[config.mk]
export PLATFORM = sky130hd
export DESIGN_NAME = ipv4_receive_header_check_core
export DESIGN_NICKNAME = d
export VERILOG_FILES = /design/src/hdl/ipv4rhc_pkg.sv /design/src/hdl/ipv4rhc_front.sv /design/src/hdl/ipv4rhc_queue.sv /design/src/hdl/ipv4rhc_back.sv /design/src/hdl/ipv4_receive_header_check_core.sv
export VERILOG_INCLUDE_DIRS = /design/src /design/src/hdl
export SDC_FILE = /design/constraint.sdc
export NUM_CORES = 1
export LEC_CHECK = 0
export BUFFER_PORTS_ARGS = -buffer_cell sky130_fd_sc_hd__buf_2
export CORE_ASPECT_RATIO = 1.5
export CORE_MARGIN = 4
export CORE_UTILIZATION = 35
export CTS_CLUSTER_SIZE = 25
export DETAILED_ROUTE_END_ITERATION = 16
export GPL_ROUTABILITY_DRIVEN = 0
export GPL_TIMING_DRIVEN = 0
export SYNTH_ARGS = -nofsm -noshare
export SYNTH_HDL_FRONTEND = slang
export SYNTH_HIERARCHICAL = 1
export SYNTH_SLANG_ARGS = --single-unit
[constraint.sdc]
create_clock -name clk -period 8.3 [get_ports clk]
set_input_delay 0.415 -clock clk [delete_from_list [all_inputs] [get_ports clk]]
set_output_delay 0.415 -clock clk [all_outputs]
set_load 0.005 [all_outputs]
[src/hdl/assert_macros.svh]
// Assertion macros for the RTL, used by the queue. They compile to nothing when SYNTH is defined.
`ifndef ASSERT_MACROS_SVH
`define ASSERT_MACROS_SVH
`ifndef SYNTH
`define ASSERT_ALWAYS(label, clk, rst_n, cond, msg) \
    label: assert property (@(posedge clk) disable iff (!rst_n) (cond)) else $error(msg);
`define ASSERT_IMPLIES(label, clk, rst_n, pre, post, msg) \
    label: assert property (@(posedge clk) disable iff (!rst_n) (pre) |=> (post)) \
        else $error(msg);
`else
`define ASSERT_ALWAYS(label, clk, rst_n, cond, msg)
`define ASSERT_IMPLIES(label, clk, rst_n, pre, post, msg)
`endif
`endif

[src/hdl/ipv4rhc_pkg.sv]
package ipv4rhc_pkg;

    localparam int QUEUE_DEPTH = 2;
    localparam int QUEUE_PTR_W = (QUEUE_DEPTH > 1) ? $clog2(QUEUE_DEPTH) : 1;
    localparam int QUEUE_CNT_W = $clog2(QUEUE_DEPTH + 1);

    localparam int PADDR_W = 3;
    localparam logic REG_LOCAL_IP = 1'b0;

    localparam logic [15:0] HDR_MIN_BYTES = 16'd20;
    localparam logic [3:0]  IPV4_VERSION  = 4'd4;
    localparam logic [3:0]  IHL_MIN       = 4'd5;
    localparam logic [7:0]  PROTO_UDP     = 8'd17;
    localparam logic [7:0]  PROTO_ICMP    = 8'd1;

    localparam logic [2:0] VERDICT_DELIVER     = 3'd0;
    localparam logic [2:0] VERDICT_PROTO_UNRCH = 3'd1;
    localparam logic [2:0] VERDICT_SHORT       = 3'd2;
    localparam logic [2:0] VERDICT_BAD_VER_LEN = 3'd3;
    localparam logic [2:0] VERDICT_NOT_OURS    = 3'd4;
    localparam logic [2:0] VERDICT_BAD_CSUM    = 3'd5;
    localparam logic [2:0] VERDICT_BAD_HLEN    = 3'd6;

    typedef struct packed {
        logic [7:0] data_byte;
        logic       last_byte;
    } in_t;

    typedef struct packed {
        logic [2:0]  verdict;
        logic [7:0]  protocol;
        logic [31:0] source_ip;
        logic [5:0]  header_bytes;
        logic [15:0] payload_bytes;
    } out_t;

    // Everything the back end needs to judge one finished packet.
    typedef struct packed {
        logic [15:0] byte_count;
        logic [7:0]  version_ihl;
        logic [15:0] total_length;
        logic [7:0]  protocol_byte;
        logic [31:0] source_addr;
        logic [31:0] dest_addr;
        logic [15:0] stored_checksum;
        logic [16:0] sum_accumulator;
    } pkt_rec_t;

    typedef struct packed {
        logic     push;
        pkt_rec_t rec;
    } q_wr_t;

    typedef struct packed {
        logic     not_empty;
        pkt_rec_t rec;
    } q_rd_t;

endpackage

[src/hdl/ipv4rhc_front.sv]
module ipv4rhc_front (
    input  logic                clk,
    input  logic                rst_n,
    input  logic                in_valid,
    output logic                in_ready,
    input  ipv4rhc_pkg::in_t    in_data,
    input  logic                q_full,
    output ipv4rhc_pkg::q_wr_t  q_wr
);

    logic [15:0] byte_count_reg, byte_count_next;
    logic [7:0]  version_ihl_reg, version_ihl_next;
    logic [15:0] total_length_reg, total_length_next;
    logic [7:0]  protocol_byte_reg, protocol_byte_next;
    logic [31:0] source_addr_reg, source_addr_next;
    logic [31:0] dest_addr_reg, dest_addr_next;
    logic [15:0] stored_checksum_reg, stored_checksum_next;
    logic [16:0] sum_reg, sum_next;
    logic [7:0]  high_byte_hold_reg, high_byte_hold_next;

    logic        in_fire;
    logic [15:0] idx;
    logic [7:0]  b;
    logic [7:0]  v;
    logic [5:0]  hlen;
    logic [16:0] word_sum;

    assign in_ready = !q_full;
    assign in_fire  = in_valid && in_ready;
    assign idx      = byte_count_reg;
    assign b        = in_data.data_byte;

    always_comb
    begin
        version_ihl_next     = version_ihl_reg;
        total_length_next    = total_length_reg;
        protocol_byte_next   = protocol_byte_reg;
        source_addr_next     = source_addr_reg;
        dest_addr_next       = dest_addr_reg;
        stored_checksum_next = stored_checksum_reg;
        sum_next             = sum_reg;
        high_byte_hold_next  = high_byte_hold_reg;

        case (idx)
            16'd0:  version_ihl_next            = b;
            16'd2:  total_length_next[15:8]     = b;
            16'd3:  total_length_next[7:0]      = b;
            16'd9:  protocol_byte_next          = b;
            16'd10: stored_checksum_next[15:8]  = b;
            16'd11: stored_checksum_next[7:0]   = b;
            16'd12: source_addr_next[31:24]     = b;
            16'd13: source_addr_next[23:16]     = b;
            16'd14: source_addr_next[15:8]      = b;
            16'd15: source_addr_next[7:0]       = b;
            16'd16: dest_addr_next[31:24]       = b;
            16'd17: dest_addr_next[23:16]       = b;
            16'd18: dest_addr_next[15:8]        = b;
            16'd19: dest_addr_next[7:0]         = b;
            default: ;
        endcase

        // The header length used here already reflects the first byte.
        hlen     = {version_ihl_next[3:0], 2'b00};
        v        = (idx == 16'd10 || idx == 16'd11) ? 8'd0 : b;
        word_sum = sum_reg + {1'b0, high_byte_hold_reg, v};
        if (idx < {10'd0, hlen})
        begin
            if (!idx[0])
            begin
                high_byte_hold_next = v;
            end
            else
            begin
                sum_next = {1'b0, word_sum[15:0]} + {16'd0, word_sum[16]};
            end
        end

        byte_count_next = (byte_count_reg == 16'hFFFF) ? byte_count_reg
                                                        : byte_count_reg + 16'd1;
    end

    always_comb
    begin
        q_wr.push                 = in_fire && in_data.last_byte;
        q_wr.rec.byte_count       = byte_count_next;
        q_wr.rec.version_ihl      = version_ihl_next;
        q_wr.rec.total_length     = total_length_next;
        q_wr.rec.protocol_byte    = protocol_byte_next;
        q_wr.rec.source_addr      = source_addr_next;
        q_wr.rec.dest_addr        = dest_addr_next;
        q_wr.rec.stored_checksum  = stored_checksum_next;
        q_wr.rec.sum_accumulator  = sum_next;
    end

    always_ff @(posedge clk or negedge rst_n)
    begin
        if (!rst_n)
        begin
            byte_count_reg      <= '0;
            version_ihl_reg     <= '0;
            total_length_reg    <= '0;
            protocol_byte_reg   <= '0;
            source_addr_reg     <= '0;
            dest_addr_reg       <= '0;
            stored_checksum_reg <= '0;
            sum_reg             <= '0;
            high_byte_hold_reg  <= '0;
        end
        else if (in_fire)
        begin
            if (in_data.last_byte)
            begin
                // The packet has gone to the queue; start afresh.
                byte_count_reg      <= '0;
                version_ihl_reg     <= '0;
                total_length_reg    <= '0;
                protocol_byte_reg   <= '0;
                source_addr_reg     <= '0;
                dest_addr_reg       <= '0;
                stored_checksum_reg <= '0;
                sum_reg             <= '0;
                high_byte_hold_reg  <= '0;
            end
            else
            begin
                byte_count_reg      <= byte_count_next;
                version_ihl_reg     <= version_ihl_next;
                total_length_reg    <= total_length_next;
                protocol_byte_reg   <= protocol_byte_next;
                source_addr_reg     <= source_addr_next;
                dest_addr_reg       <= dest_addr_next;
                stored_checksum_reg <= stored_checksum_next;
                sum_reg             <= sum_next;
                high_byte_hold_reg  <= high_byte_hold_next;
            end
        end
    end

endmodule

[src/hdl/ipv4rhc_queue.sv]
`include "assert_macros.svh"

module ipv4rhc_queue (
    input  logic                clk,
    input  logic                rst_n,
    input  ipv4rhc_pkg::q_wr_t  q_wr,
    output logic                q_full,
    input  logic                pop,
    output ipv4rhc_pkg::q_rd_t  q_rd
);

    ipv4rhc_pkg::pkt_rec_t entry_reg [ipv4rhc_pkg::QUEUE_DEPTH];

    logic [ipv4rhc_pkg::QUEUE_PTR_W-1:0] wr_ptr_reg, wr_ptr_next;
    logic [ipv4rhc_pkg::QUEUE_PTR_W-1:0] rd_ptr_reg, rd_ptr_next;
    logic [ipv4rhc_pkg::QUEUE_CNT_W-1:0] count_reg, count_next;

    logic do_push;
    logic do_pop;

    localparam logic [ipv4rhc_pkg::QUEUE_PTR_W-1:0] PTR_LAST =
        ipv4rhc_pkg::QUEUE_PTR_W'(ipv4rhc_pkg::QUEUE_DEPTH - 1);
    localparam logic [ipv4rhc_pkg::QUEUE_CNT_W-1:0] CNT_FULL =
        ipv4rhc_pkg::QUEUE_CNT_W'(ipv4rhc_pkg::QUEUE_DEPTH);

    assign q_full         = (count_reg == CNT_FULL);
    assign q_rd.not_empty = (count_reg != '0);
    assign q_rd.rec       = entry_reg[rd_ptr_reg];

    assign do_push = q_wr.push && !q_full;
    assign do_pop  = pop && q_rd.not_empty;

    always_comb
    begin
        wr_ptr_next = wr_ptr_reg;
        rd_ptr_next = rd_ptr_reg;
        count_next  = count_reg;
        if (do_push)
        begin
            wr_ptr_next = (wr_ptr_reg == PTR_LAST) ? '0 : wr_ptr_reg + 1'b1;
        end
        if (do_pop)
        begin
            rd_ptr_next = (rd_ptr_reg == PTR_LAST) ? '0 : rd_ptr_reg + 1'b1;
        end
        if (do_push && !do_pop)
        begin
            count_next = count_reg + 1'b1;
        end
        else if (do_pop && !do_push)
        begin
            count_next = count_reg - 1'b1;
        end
    end

    always_ff @(posedge clk or negedge rst_n)
    begin
        if (!rst_n)
        begin
            wr_ptr_reg <= '0;
            rd_ptr_reg <= '0;
            count_reg  <= '0;
        end
        else
        begin
            wr_ptr_reg <= wr_ptr_next;
            rd_ptr_reg <= rd_ptr_next;
            count_reg  <= count_next;
        end
    end

    always_ff @(posedge clk)
    begin
        if (do_push)
        begin
            entry_reg[wr_ptr_reg] <= q_wr.rec;
        end
    end

    `ASSERT_ALWAYS(a_count_in_range, clk, rst_n, count_reg <= CNT_FULL, "queue count overflow")
    `ASSERT_ALWAYS(a_no_push_full, clk, rst_n, !(q_wr.push && q_full), "push into full queue")
    `ASSERT_IMPLIES(a_push_grows, clk, rst_n, do_push && !do_pop, count_reg == $past(count_reg) + 1'b1, "queue count did not grow on push")

endmodule

[src/hdl/ipv4rhc_back.sv]
module ipv4rhc_back (
    input  logic                clk,
    input  logic                rst_n,
    input  logic [31:0]         local_ip,
    input  ipv4rhc_pkg::q_rd_t  q_rd,
    output logic                pop,
    output logic                out_valid,
    input  logic                out_ready,
    output ipv4rhc_pkg::out_t   out_data
);

    logic               out_valid_reg, out_valid_next;
    ipv4rhc_pkg::out_t  out_data_reg;
    ipv4rhc_pkg::out_t  result;

    ipv4rhc_pkg::pkt_rec_t rec;
    logic [3:0]  ihl;
    logic [5:0]  hlen;
    logic [16:0] fold1;
    logic [15:0] fold2;
    logic [15:0] calc;
    logic [2:0]  verdict;

    assign rec = q_rd.rec;
    assign pop = q_rd.not_empty && (!out_valid_reg || out_ready);

    always_comb
    begin
        ihl   = rec.version_ihl[3:0];
        hlen  = {ihl, 2'b00};
        fold1 = {1'b0, rec.sum_accumulator[15:0]} + {16'd0, rec.sum_accumulator[16]};
        fold2 = fold1[15:0] + {15'd0, fold1[16]};
        calc  = ~fold2;

        if (rec.byte_count < ipv4rhc_pkg::HDR_MIN_BYTES)
        begin
            verdict = ipv4rhc_pkg::VERDICT_SHORT;
        end
        else if (rec.version_ihl[7:4] != ipv4rhc_pkg::IPV4_VERSION
                 || rec.total_length > rec.byte_count)
        begin
            verdict = ipv4rhc_pkg::VERDICT_BAD_VER_LEN;
        end
        else if (ihl < ipv4rhc_pkg::IHL_MIN || {10'd0, hlen} > rec.total_length)
        begin
            verdict = ipv4rhc_pkg::VERDICT_BAD_HLEN;
        end
        else if (rec.dest_addr != local_ip)
        begin
            verdict = ipv4rhc_pkg::VERDICT_NOT_OURS;
        end
        else if (calc != rec.stored_checksum)
        begin
            verdict = ipv4rhc_pkg::VERDICT_BAD_CSUM;
        end
        else if (rec.protocol_byte == ipv4rhc_pkg::PROTO_UDP
                 || rec.protocol_byte == ipv4rhc_pkg::PROTO_ICMP)
        begin
            verdict = ipv4rhc_pkg::VERDICT_DELIVER;
        end
        else
        begin
            verdict = ipv4rhc_pkg::VERDICT_PROTO_UNRCH;
        end

        result.verdict      = verdict;
        result.protocol     = rec.protocol_byte;
        result.source_ip    = rec.source_addr;
        result.header_bytes = hlen;
        result.payload_bytes = (verdict == ipv4rhc_pkg::VERDICT_DELIVER
                                || verdict == ipv4rhc_pkg::VERDICT_PROTO_UNRCH)
                               ? rec.total_length - {10'd0, hlen} : 16'd0;
    end

    always_comb
    begin
        out_valid_next = out_valid_reg;
        if (pop)
        begin
            out_valid_next = 1'b1;
        end
        else if (out_ready)
        begin
            out_valid_next = 1'b0;
        end
    end

    always_ff @(posedge clk or negedge rst_n)
    begin
        if (!rst_n)
        begin
            out_valid_reg <= 1'b0;
        end
        else
        begin
            out_valid_reg <= out_valid_next;
        end
    end

    always_ff @(posedge clk)
    begin
        if (pop)
        begin
            out_data_reg <= result;
        end
    end

    assign out_valid = out_valid_reg;
    assign out_data  = out_data_reg;

endmodule

[src/hdl/ipv4_receive_header_check_core.sv]
// IPv4 receive header check.
// The input channel (in_valid, in_ready, in_data) carries one packet byte per
// transfer in wire order, with last_byte set on the final byte of the packet.
// The output channel (out_valid, out_ready, out_data) carries one verdict per
// packet, together with the protocol, source address, header length and
// payload length. No result is produced for any other byte.
// Throughput is one byte per cycle unless the queue is full: the front end
// updates the running header checksum and captures each field as it arrives.
// A finished packet enters a two-entry queue at the edge that takes its last
// byte; the back end then registers its verdict into the output register,
// raising out_valid, whenever that register is empty or being read.
// When the receiver stalls, the output register holds its result and the queue
// absorbs up to two further packets; while the queue is full, in_ready stays
// low for every byte until a queued result moves into the output register.
// The user writes the local address over APB at address 0 only while idle;
// the block does not enforce this. Reset zeroes local_ip, empties the queue
// and output register and restarts byte counting at the first byte.
module ipv4_receive_header_check_core (
    input  logic                                clk,
    input  logic                                rst_n,
    input  logic                                in_valid,
    output logic                                in_ready,
    input  ipv4rhc_pkg::in_t                    in_data,
    output logic                                out_valid,
    input  logic                                out_ready,
    output ipv4rhc_pkg::out_t                   out_data,
    input  logic                                psel,
    input  logic                                penable,
    input  logic                                pwrite,
    input  logic [ipv4rhc_pkg::PADDR_W-1:0]     paddr,
    input  logic [31:0]                         pwdata,
    output logic [31:0]                         prdata,
    output logic                                pready
);

    logic [31:0]         local_ip_reg;
    logic                q_full;
    logic                pop;
    ipv4rhc_pkg::q_wr_t  q_wr;
    ipv4rhc_pkg::q_rd_t  q_rd;
    logic                reg_sel;

    assign pready  = 1'b1;
    assign reg_sel = (paddr[ipv4rhc_pkg::PADDR_W-1] == ipv4rhc_pkg::REG_LOCAL_IP);
    assign prdata  = reg_sel ? local_ip_reg : 32'd0;

    always_ff @(posedge clk or negedge rst_n)
    begin
        if (!rst_n)
        begin
            local_ip_reg <= '0;
        end
        else if (psel && penable && pwrite && pready && reg_sel)
        begin
            local_ip_reg <= pwdata;
        end
    end

    ipv4rhc_front u_front (
        .clk      (clk),
        .rst_n    (rst_n),
        .in_valid (in_valid),
        .in_ready (in_ready),
        .in_data  (in_data),
        .q_full   (q_full),
        .q_wr     (q_wr)
    );

    ipv4rhc_queue u_queue (
        .clk    (clk),
        .rst_n  (rst_n),
        .q_wr   (q_wr),
        .q_full (q_full),
        .pop    (pop),
        .q_rd   (q_rd)
    );

    ipv4rhc_back u_back (
        .clk       (clk),
        .rst_n     (rst_n),
        .local_ip  (local_ip_reg),
        .q_rd      (q_rd),
        .pop       (pop),
        .out_valid (out_valid),
        .out_ready (out_ready),
        .out_data  (out_data)
    );

endmodule

==> run metrics, run 1 <==
Post-synth EDFFs 353; final cycle utilization of the critical path 85.3%; XOR/XNOR Fraction of Synth Area 4.20%; Final Cell Area 0.0304 sq mm; Placed Instances 3072; Vias 16800; # diodes 0; Synth-to-Final Area Change 15.1%; Final Non-Filler Cells 3177; post-synthesis mux area share 12.7%; Post-CTS Repair Setup Buffers 0; first-pass GRT wire length 105000 um; Final ANT Viol Nets 0; fin crit period 7080 ps; P_leak 12.0 nW; TritonCTS Sinks 543; total power 9.47 mW; Initial DRT Pass Iterations 6; Hold Path End local_ip_reg[20]; fraction of layout cells with a size suffix above 1 28.9%; Final Util 40.6%; FP Rows 123; GR Util All Layers 17.0%; drt initial violations 1177; DIE WIDTH 232 um; CTS tree yes; die height 345 um; DRC Markers 0; critical path class register to register; I/O Pins 151; # hold bufs at CTS 9; CP endpoint kind register; maximum clock rate 141 MHz; Max Cap Violations 0; clk_skew 20.2 ps; Mapped Area 0.0264 sq mm; #FFs+latches synth 543; number of port buffers 143; die footprint 0.0800 sq mm; Crit path required time 8660 ps; Synth cell types 101; Final Hold Fails 0; Critical R2R Capture u_queue/entry_reg[1][14]; Post-Synth Simple-Gate Area 8.80%; post-synthesis sequential area ratio 58.1%; worst-margin pin slew 1260 ps; maximum number of pins on one net before global-route repair 101; Reg2Reg Depth 27; core area 0.0749 sq mm; initial core utilization 35.3%; crit-path max FO 10; DR WL/cell 21.9 um; GRT Residual Overflow 0; Clk Latency, worst-skew pair 630 ps; # fillers 6950; Final setup viols 0; Synth Flop Type edfxtp_1; compound-gate portion of the synthesized area 10.5%; commonest non-fill, non-tap cell in the layout edfxtp_1; FFs w/ async S/R, synth 35.0%; routed wire length 69600 um; root buf cell clkbuf_16; Clk pin slew, worst setup/hold paths 60 ps; CTS Buf Count 51; placed inst area 0.0286 sq mm; NumNets Final 2233; worst hold slack 32.5 ps; Startpoint Class register; initial antenna violation count 3; vias in the first global route 17300; DPL Wire Length 49700 um; Slew HR 15.8%; largest family of logic cells by synthesized area multiplexers; outcome completed; Synth Area in Adders 2.33%; Tightest Hold Check Type primary input to register; reg2reg start u_front/byte_count_reg[0]; hold path start pwdata[20]; Clock Path Buffers 3; worst reg-to-reg setup slack 1220 ps; H-tree depth 2; max reg flops 290; Synth warnings 6; fin. max-slew vios 0; Arr. time, crit path 7440 ps; Post-Synthesis Cells 1920; most frequent cells in the layout edfxtp_1 (353), mux2_2 (252), dfrtp_1 (190); Power Dens Cells 311 mW/mm^2; PostCTS Resize Cnt 0; via density per instance 5.29; Avg Inst Size Synth 13.8 sq um; Cells on Worst Hold Path 2; Max VDD drop 0.166 mV; unrepaired setup endpoints after global routing no
critical path, stage by stage (launching register included):
cell      delay, ps
dfrtp_1         480
inv_1           200
ha_1            240
clkbuf_8        170
o21a_1          280
nand2_1         380
and2_1          200
ha_1            260
inv_1            80
fa_1            370
clkbuf_1        240
nor2b_1         210
o221ai_1        280
o22ai_1         150
a21oi_1         320
a41oi_1         260
a311oi_2        410
a21o_1          170
a21oi_1          80
xnor2_1         210
ha_1            240
ha_1            270
inv_1            60
nor2_1          160
nand3_1         180
or3_1           400
xor2_1          180
mux2_2          320
Yosys cell counts, types with 4 or more instances:
cell	number	area [sq um]
nand2b_1	12	75.1
nand3b_1	5	37.5
a21oi_1	29	145
buf_1	6	22.5
edfxtp_1	353	10600
a211o_1	5	43.8
ha_1	46	576
a21o_1	15	113
buf_2	14	70.1
a31oi_1	13	81.3
clkbuf_8	15	206
dfrtp_1	190	4750
nor3_2	13	130
mux2_2	252	2840
nand4_1	20	125
nand4b_1	4	35.0
a22oi_1	10	75.1
a22o_1	130	1140
xor2_1	57	499
and3_1	12	75.1
nor2b_1	43	269
buf_6	12	135
o22ai_1	7	43.8
nor4_1	18	113
or4_1	8	60.1
o31ai_1	8	60.1
mux2_4	31	465
mux2i_1	5	50.1
inv_1	46	173
or3_1	6	37.5
o21a_1	10	75.1
buf_4	8	60.1
o221ai_1	4	35.0
o211a_1	4	40.0
or2_2	7	43.8
nand3_1	31	155
o21ai_0	66	330
nand2_1	94	353
xnor2_1	68	596
nor2_1	48	180
clkbuf_1	54	203
nor3_1	26	130
and2_1	18	113
cell families after synthesis:
family,Yosys count
xor+xnor,126
other cells,2
fa+ha+maj,48
compound gates,359
simple gates,399
mux,288
flops,543
buf+inv,155
worst max path at each step:
stage,start,to,slack [ps],cells past startpoint
final,u_front/byte_count_reg[0],u_queue/entry_reg[1][14],1220,27
after global routing,u_front/byte_count_reg[0],u_queue/entry_reg[1][14],940,27
after CTS,u_front/byte_count_reg[0],u_queue/entry_reg[1][14],1400,27
after detailed placement,u_front/byte_count_reg[0],u_queue/entry_reg[0][14],1440,27
after global placement,u_queue/count_reg[0],u_queue/entry_reg[0][63],-4810,9
after floorplan,u_queue/count_reg[0],u_queue/entry_reg[0][0],220,9
layer usage:
metal / vias up / wire (um) / global-route usage (%)
li1: 7697 / - / -
met1: 8482 / 26700 / 19.4
met2: 484 / 37100 / 31.8
met3: 128 / 3110 / 2.31
met4: 2 / 2710 / 6.65
met5: - / 13 / 0
layout make-up:
class	instances	area [sq um]	share of cell area, %
timing repair buffer	160	998	3.28
tap	1000	1250	4.12
clock buffer	64	1350	4.42
buffer	109	697	2.29
sequential	543	15400	50.5
multi-input combinational	1223	10200	33.6
clock inverter	32	365	1.20
inverter	46	173	0.568
power by group:
group | internal [mW] | total, mW | switching [mW]
Combinational | 1.38 | 3.39 | 2.01
Clock | 1.32 | 2.39 | 1.07
Sequential | 3.48 | 3.69 | 0.203
per-stage QoR:
step	TNS, ps	setup WS [ps]
final	0	1220
after global routing	0	943
after CTS	0	1400
after detailed placement	0	1440
after global placement	-713670	-4810
after floorplan	0	217
Note: power is estimated with default switching activity, not from simulation.
==> run 2: changes to the inputs <==
--- a/config.mk
+++ b/config.mk
@@ -14,6 +14,7 @@
 export DETAILED_ROUTE_END_ITERATION = 16
 export GPL_ROUTABILITY_DRIVEN = 0
 export GPL_TIMING_DRIVEN = 0
+export PLACE_DENSITY = 0.5
 export SYNTH_ARGS = -nofsm -noshare
 export SYNTH_HDL_FRONTEND = slang
 export SYNTH_HIERARCHICAL = 1
==> run metrics, run 2 (synthesis results as in run 1) <==
initial antenna violation count 2; fin. max-slew vios 0; Comb pwr share 35.8%; most frequent cells in the layout edfxtp_1 (353), mux2_2 (252), dfrtp_1 (190); Clk Latency, worst-skew pair 650 ps; Post-CTS Repair Setup Buffers 0; vias in the first global route 17500; worst-margin pin slew 1360 ps; crit-path max FO 10; Clk pin slew, worst setup/hold paths 60 ps; Arr. time, crit path 7420 ps; via density per instance 5.26; DPL Wire Length 50500 um; drt initial violations 1180; P_leak 12.1 nW; Vias 16800; GRT Residual Overflow 0; TritonCTS Sinks 543; maximum number of pins on one net before global-route repair 91; Net Switching 3.31 mW; Clock Path Buffers 3; Slew HR 9.61%; H-tree depth 2; maximum clock rate 141 MHz; Final ANT Viol Nets 0; Placed Instances 3074; DIE WIDTH 232 um; CP endpoint kind register; Final Hold Fails 0; Max Cap Violations 0; final cycle utilization of the critical path 85.2%; Synth-to-Final Area Change 16.2%; Startpoint Class register; die footprint 0.0800 sq mm; Final WS setup 1230 ps; Crit path required time 8650 ps; clock power share 25.8%; initial core utilization 35.3%; Final Cell Area 0.0307 sq mm; Flop pwr share 38.5%; Power Dens Cells 311 mW/mm^2; # diodes 0; Final setup viols 0; max reg flops 290; fin crit period 7070 ps; die height 345 um; critical path class register to register; Tightest Hold Check Type primary input to register; core area 0.0749 sq mm; FP Rows 123; pre-CTS WS 1320 ps; Final Non-Filler Cells 3201; clk_skew 50.7 ps; DR WL/cell 22.4 um; root buf cell clkbuf_16; total power 9.55 mW; unrepaired setup endpoints after global routing no; NumNets Final 2256; Max VDD drop 0.174 mV; Initial DRT Pass Iterations 5; commonest non-fill, non-tap cell in the layout edfxtp_1; CTS tree yes; outcome completed; routed wire length 71900 um; number of port buffers 143; DRC Markers 0; GR Util All Layers 17.8%; internal power 6.24 mW; first-pass GRT wire length 109000 um; placed inst area 0.0287 sq mm; I/O Pins 151; CTS Buf Count 52; switch share 34.7%; Setup TNS Final 0 ps; fraction of layout cells with a size suffix above 1 28.8%
==> run 2: worst paths after layout <==
kind | start | endpoint | slack, ps | depth (start not counted)
hold reg to reg | u_front/version_ihl_reg[0] | u_front/version_ihl_reg[0] | 490 | 2
min in group asynchronous | rst_n | u_back/out_valid | 200 | 2
hold / removal | pwdata[0] | local_ip_reg[0] | 30 | 2
max in group asynchronous | rst_n | u_front/source_addr_reg[5] | 6890 | 4
setup / recovery | u_front/byte_count_reg[0] | u_queue/entry_reg[1][14] | 1230 | 27
setup reg to reg | u_front/byte_count_reg[0] | u_queue/entry_reg[1][14] | 1230 | 27
==> run 2: power groups by stage <==
stage          registers, mW  logic [mW]  clock network (mW)
2_1_floorplan           3.73        2.33                   0
3_3_place_gp            3.80        3.34                   0
3_5_place_dp            3.73        3.43                   0
4_1_cts                 3.68        3.46                2.54
5_1_grt                 3.72        3.74                2.63
6_report                3.67        3.42                2.46
==> run 2: stage by stage <==
step | hold slack, ps | utilization (%)
after floorplan | 119 | -
after global placement | 466 | 37.9
after detailed placement | 279 | 38.2
after CTS | 1.36 | 41.0
after global routing | 12.2 | 41.0
final | 31.2 | 41.0
==> run 2: layer usage <==
layer | wire length [um] | global-route usage (%) | vias up | part of all wire [%]
li1 | - | - | 7757 | -
met2 | 38400 | 33.0 | 385 | 53
met4 | 2600 | 6.42 | 0 | 3.6
met5 | 0 | 0 | - | 0
met1 | 28200 | 21.2 | 8585 | 39
met3 | 2590 | 2.12 | 114 | 3.6
==> run 2: timing repair <==
item | in CTS | in global routing
endpoints found under the hold margin | 53 | 0
hold buffers | 29 | 0
resized for setup | 0 | 0
==> run 2: layout make-up <==
type                            count  area (sq um)
Inverter                           46           173
Sequential cell                   543         15400
Tap cell                         1000          1250
Multi-Input combinational cell   1223         10200
Clock buffer                       64          1380
Fill cell                        7001         44200
Clock inverter                     34           389
Buffer                            109           697
Timing Repair Buffer              182          1250
==> run 2: critical path, stage by stage, from the launching register on <==
cell and delay (ps):
dfrtp_1 480, inv_1 200, ha_1 250, clkbuf_8 170, o21a_1 280, nand2_1 370, and2_1 190, ha_1 250
inv_1 80, fa_1 360, clkbuf_1 250, nor2b_1 220, o221ai_1 270, o22ai_1 140, a21oi_1 320, a41oi_1 250
a311oi_2 410, a21o_1 170, a21oi_1 70, xnor2_1 200, ha_1 230, ha_1 270, inv_1 60, nor2_1 200
nand3_1 180, or3_1 400, xor2_1 180, mux2_2 310
==> run 3: changes to the inputs <==
--- a/config.mk
+++ b/config.mk
@@ -7,6 +7,8 @@
 export NUM_CORES = 1
 export LEC_CHECK = 0
 export BUFFER_PORTS_ARGS = -buffer_cell sky130_fd_sc_hd__buf_2
+export CELL_PAD_IN_SITES_DETAIL_PLACEMENT = 0
+export CELL_PAD_IN_SITES_GLOBAL_PLACEMENT = 1
 export CORE_ASPECT_RATIO = 1.5
 export CORE_MARGIN = 4
 export CORE_UTILIZATION = 35
@@ -14,7 +16,8 @@
 export DETAILED_ROUTE_END_ITERATION = 16
 export GPL_ROUTABILITY_DRIVEN = 0
 export GPL_TIMING_DRIVEN = 0
-export PLACE_DENSITY = 0.5
+export PLACE_DENSITY = 0.59
+export SKIP_CTS_REPAIR_TIMING = 1
 export SYNTH_ARGS = -nofsm -noshare
 export SYNTH_HDL_FRONTEND = slang
 export SYNTH_HIERARCHICAL = 1
==> run metrics, run 3 (synthesis results as in run 1) <==
critical path's most frequent cell ha_1; Final Cell Area 0.0306 sq mm; first-pass GRT wire length 109000 um; I/O Pins 151; most frequent cells in the layout edfxtp_1 (353), mux2_2 (252), dfrtp_1 (190); Final setup viols 0; Max stage delay on crit path 470 ps; maximum number of pins on one net before global-route repair 107; vias in the first global route 17300; die height 345 um; CTS tree yes; DR WL/cell 22.7 um; reg2reg start u_front/byte_count_reg[0]; Crit path required time 8670 ps; number of port buffers 143; critical path class register to register; Final Hold Fails 0; outcome completed; NumNets Final 2248; Worst Setup EP u_queue/entry_reg[0][14]; max reg flops 290; Clk pin slew, worst setup/hold paths 70 ps; commonest non-fill, non-tap cell in the layout edfxtp_1; CP endpoint kind register; GRT Residual Overflow 0; initial antenna violation count 1; Power Dens Cells 311 mW/mm^2; via density per instance 5.21; root buf cell clkbuf_16; Arr. time, crit path 7550 ps; FP Rows 123; pre-CTS WS 999 ps; unrepaired setup endpoints after global routing no; DIE WIDTH 232 um; total power 9.54 mW; Startpoint Class register; P_leak 12.1 nW; Slew HR 7.45%; maximum clock rate 139 MHz; Vias 16700; Critical path origin u_front/byte_count_reg[0]; clk_skew 25.4 ps; DPL Wire Length 51200 um; final cycle utilization of the critical path 86.5%; crit-path max FO 10; crit path max-delay cell type dfrtp_1; Clk Latency, worst-skew pair 630 ps; fin crit period 7180 ps; Critical R2R Capture u_queue/entry_reg[0][14]; Max VDD drop 0.164 mV; GR Util All Layers 17.8%; routed wire length 72400 um; placed inst area 0.0287 sq mm; TritonCTS Sinks 543; Final ANT Viol Nets 0; fraction of layout cells with a size suffix above 1 29.1%; initial core utilization 35.3%; Final WS setup 1120 ps; Final Util 40.9%; drt initial violations 842; core area 0.0749 sq mm; Tightest Hold Check Type primary input to register; DRC Markers 0; CTS Buf Count 53; worst reg-to-reg setup slack 1120 ps; Clock Path Buffers 3; worst-margin pin slew 1390 ps; Initial DRT Pass Iterations 5; Max Cap Violations 0; die footprint 0.0800 sq mm; Synth-to-Final Area Change 15.9%; fin. max-slew vios 0; Reg2Reg Depth 27; H-tree depth 2
-- run 3: per-layer routing --
metal	track usage [%]	vias to the layer above	wire (um)
li1	-	7743	-
met3	2.07	95	2390
met5	0	-	0
met2	32.8	295	38400
met4	6.21	0	2250
met1	21.5	8529	29400
-- run 3: how the worst min path moves through the flow --
| stage | start | to | slack [ps] | cells past startpoint |
|---|---|---|---|---|
| global route | pwdata[22] | local_ip_reg[22] | -4 | 2 |
| global placement | u_front/version_ihl_reg[0] | u_front/version_ihl_reg[0] | 460 | 2 |
| detailed placement | u_front/version_ihl_reg[0] | u_front/version_ihl_reg[0] | 470 | 2 |
| CTS | rst_n | u_front/source_addr_reg[12] | -180 | 2 |
| floorplan | rst_n | local_ip_reg[0] | 120 | 0 |
| finish | pwdata[26] | local_ip_reg[26] | 30 | 2 |
-- run 3: report_power, final --
group / switching [mW] / total (mW) / internal (mW)
Sequential: 0.189 / 3.67 / 3.48
Clock: 1.10 / 2.46 / 1.36
Combinational: 2.01 / 3.41 / 1.40
-- run 3: cell type report --
| cell class | instances | area [sq um] |
|---|---|---|
| clock inverter | 39 | 400 |
| timing repair buffer | 173 | 1170 |
| multi-input combinational | 1223 | 10200 |
| clock buffer | 61 | 1370 |
| buffer | 109 | 697 |
| sequential | 543 | 15400 |
| tap | 1000 | 1250 |
| fill | 7040 | 44300 |
| antenna | 3 | 7.51 |
| inverter | 46 | 173 |
-- run 3: metrics by stage --
stage | hold WS [ps] | setup TNS [ps] | instances
global route | -4.40 | 0 | 3195
detailed placement | 471 | 0 | 3075
floorplan | 119 | 0 | 1921
CTS | -183 | 0 | 3175
global placement | 464 | -820240 | 3064
finish | 27.1 | 0 | 3197
-- run 3: critical path, delay by kind of cell (launching register included) --
family | cells | cell delay (ps)
compound gates | 8 | 1950
simple gates | 6 | 1580
fa+ha+maj | 5 | 1400
buf+inv | 5 | 750
flops | 1 | 470
xor+xnor | 2 | 470
mux | 1 | 290
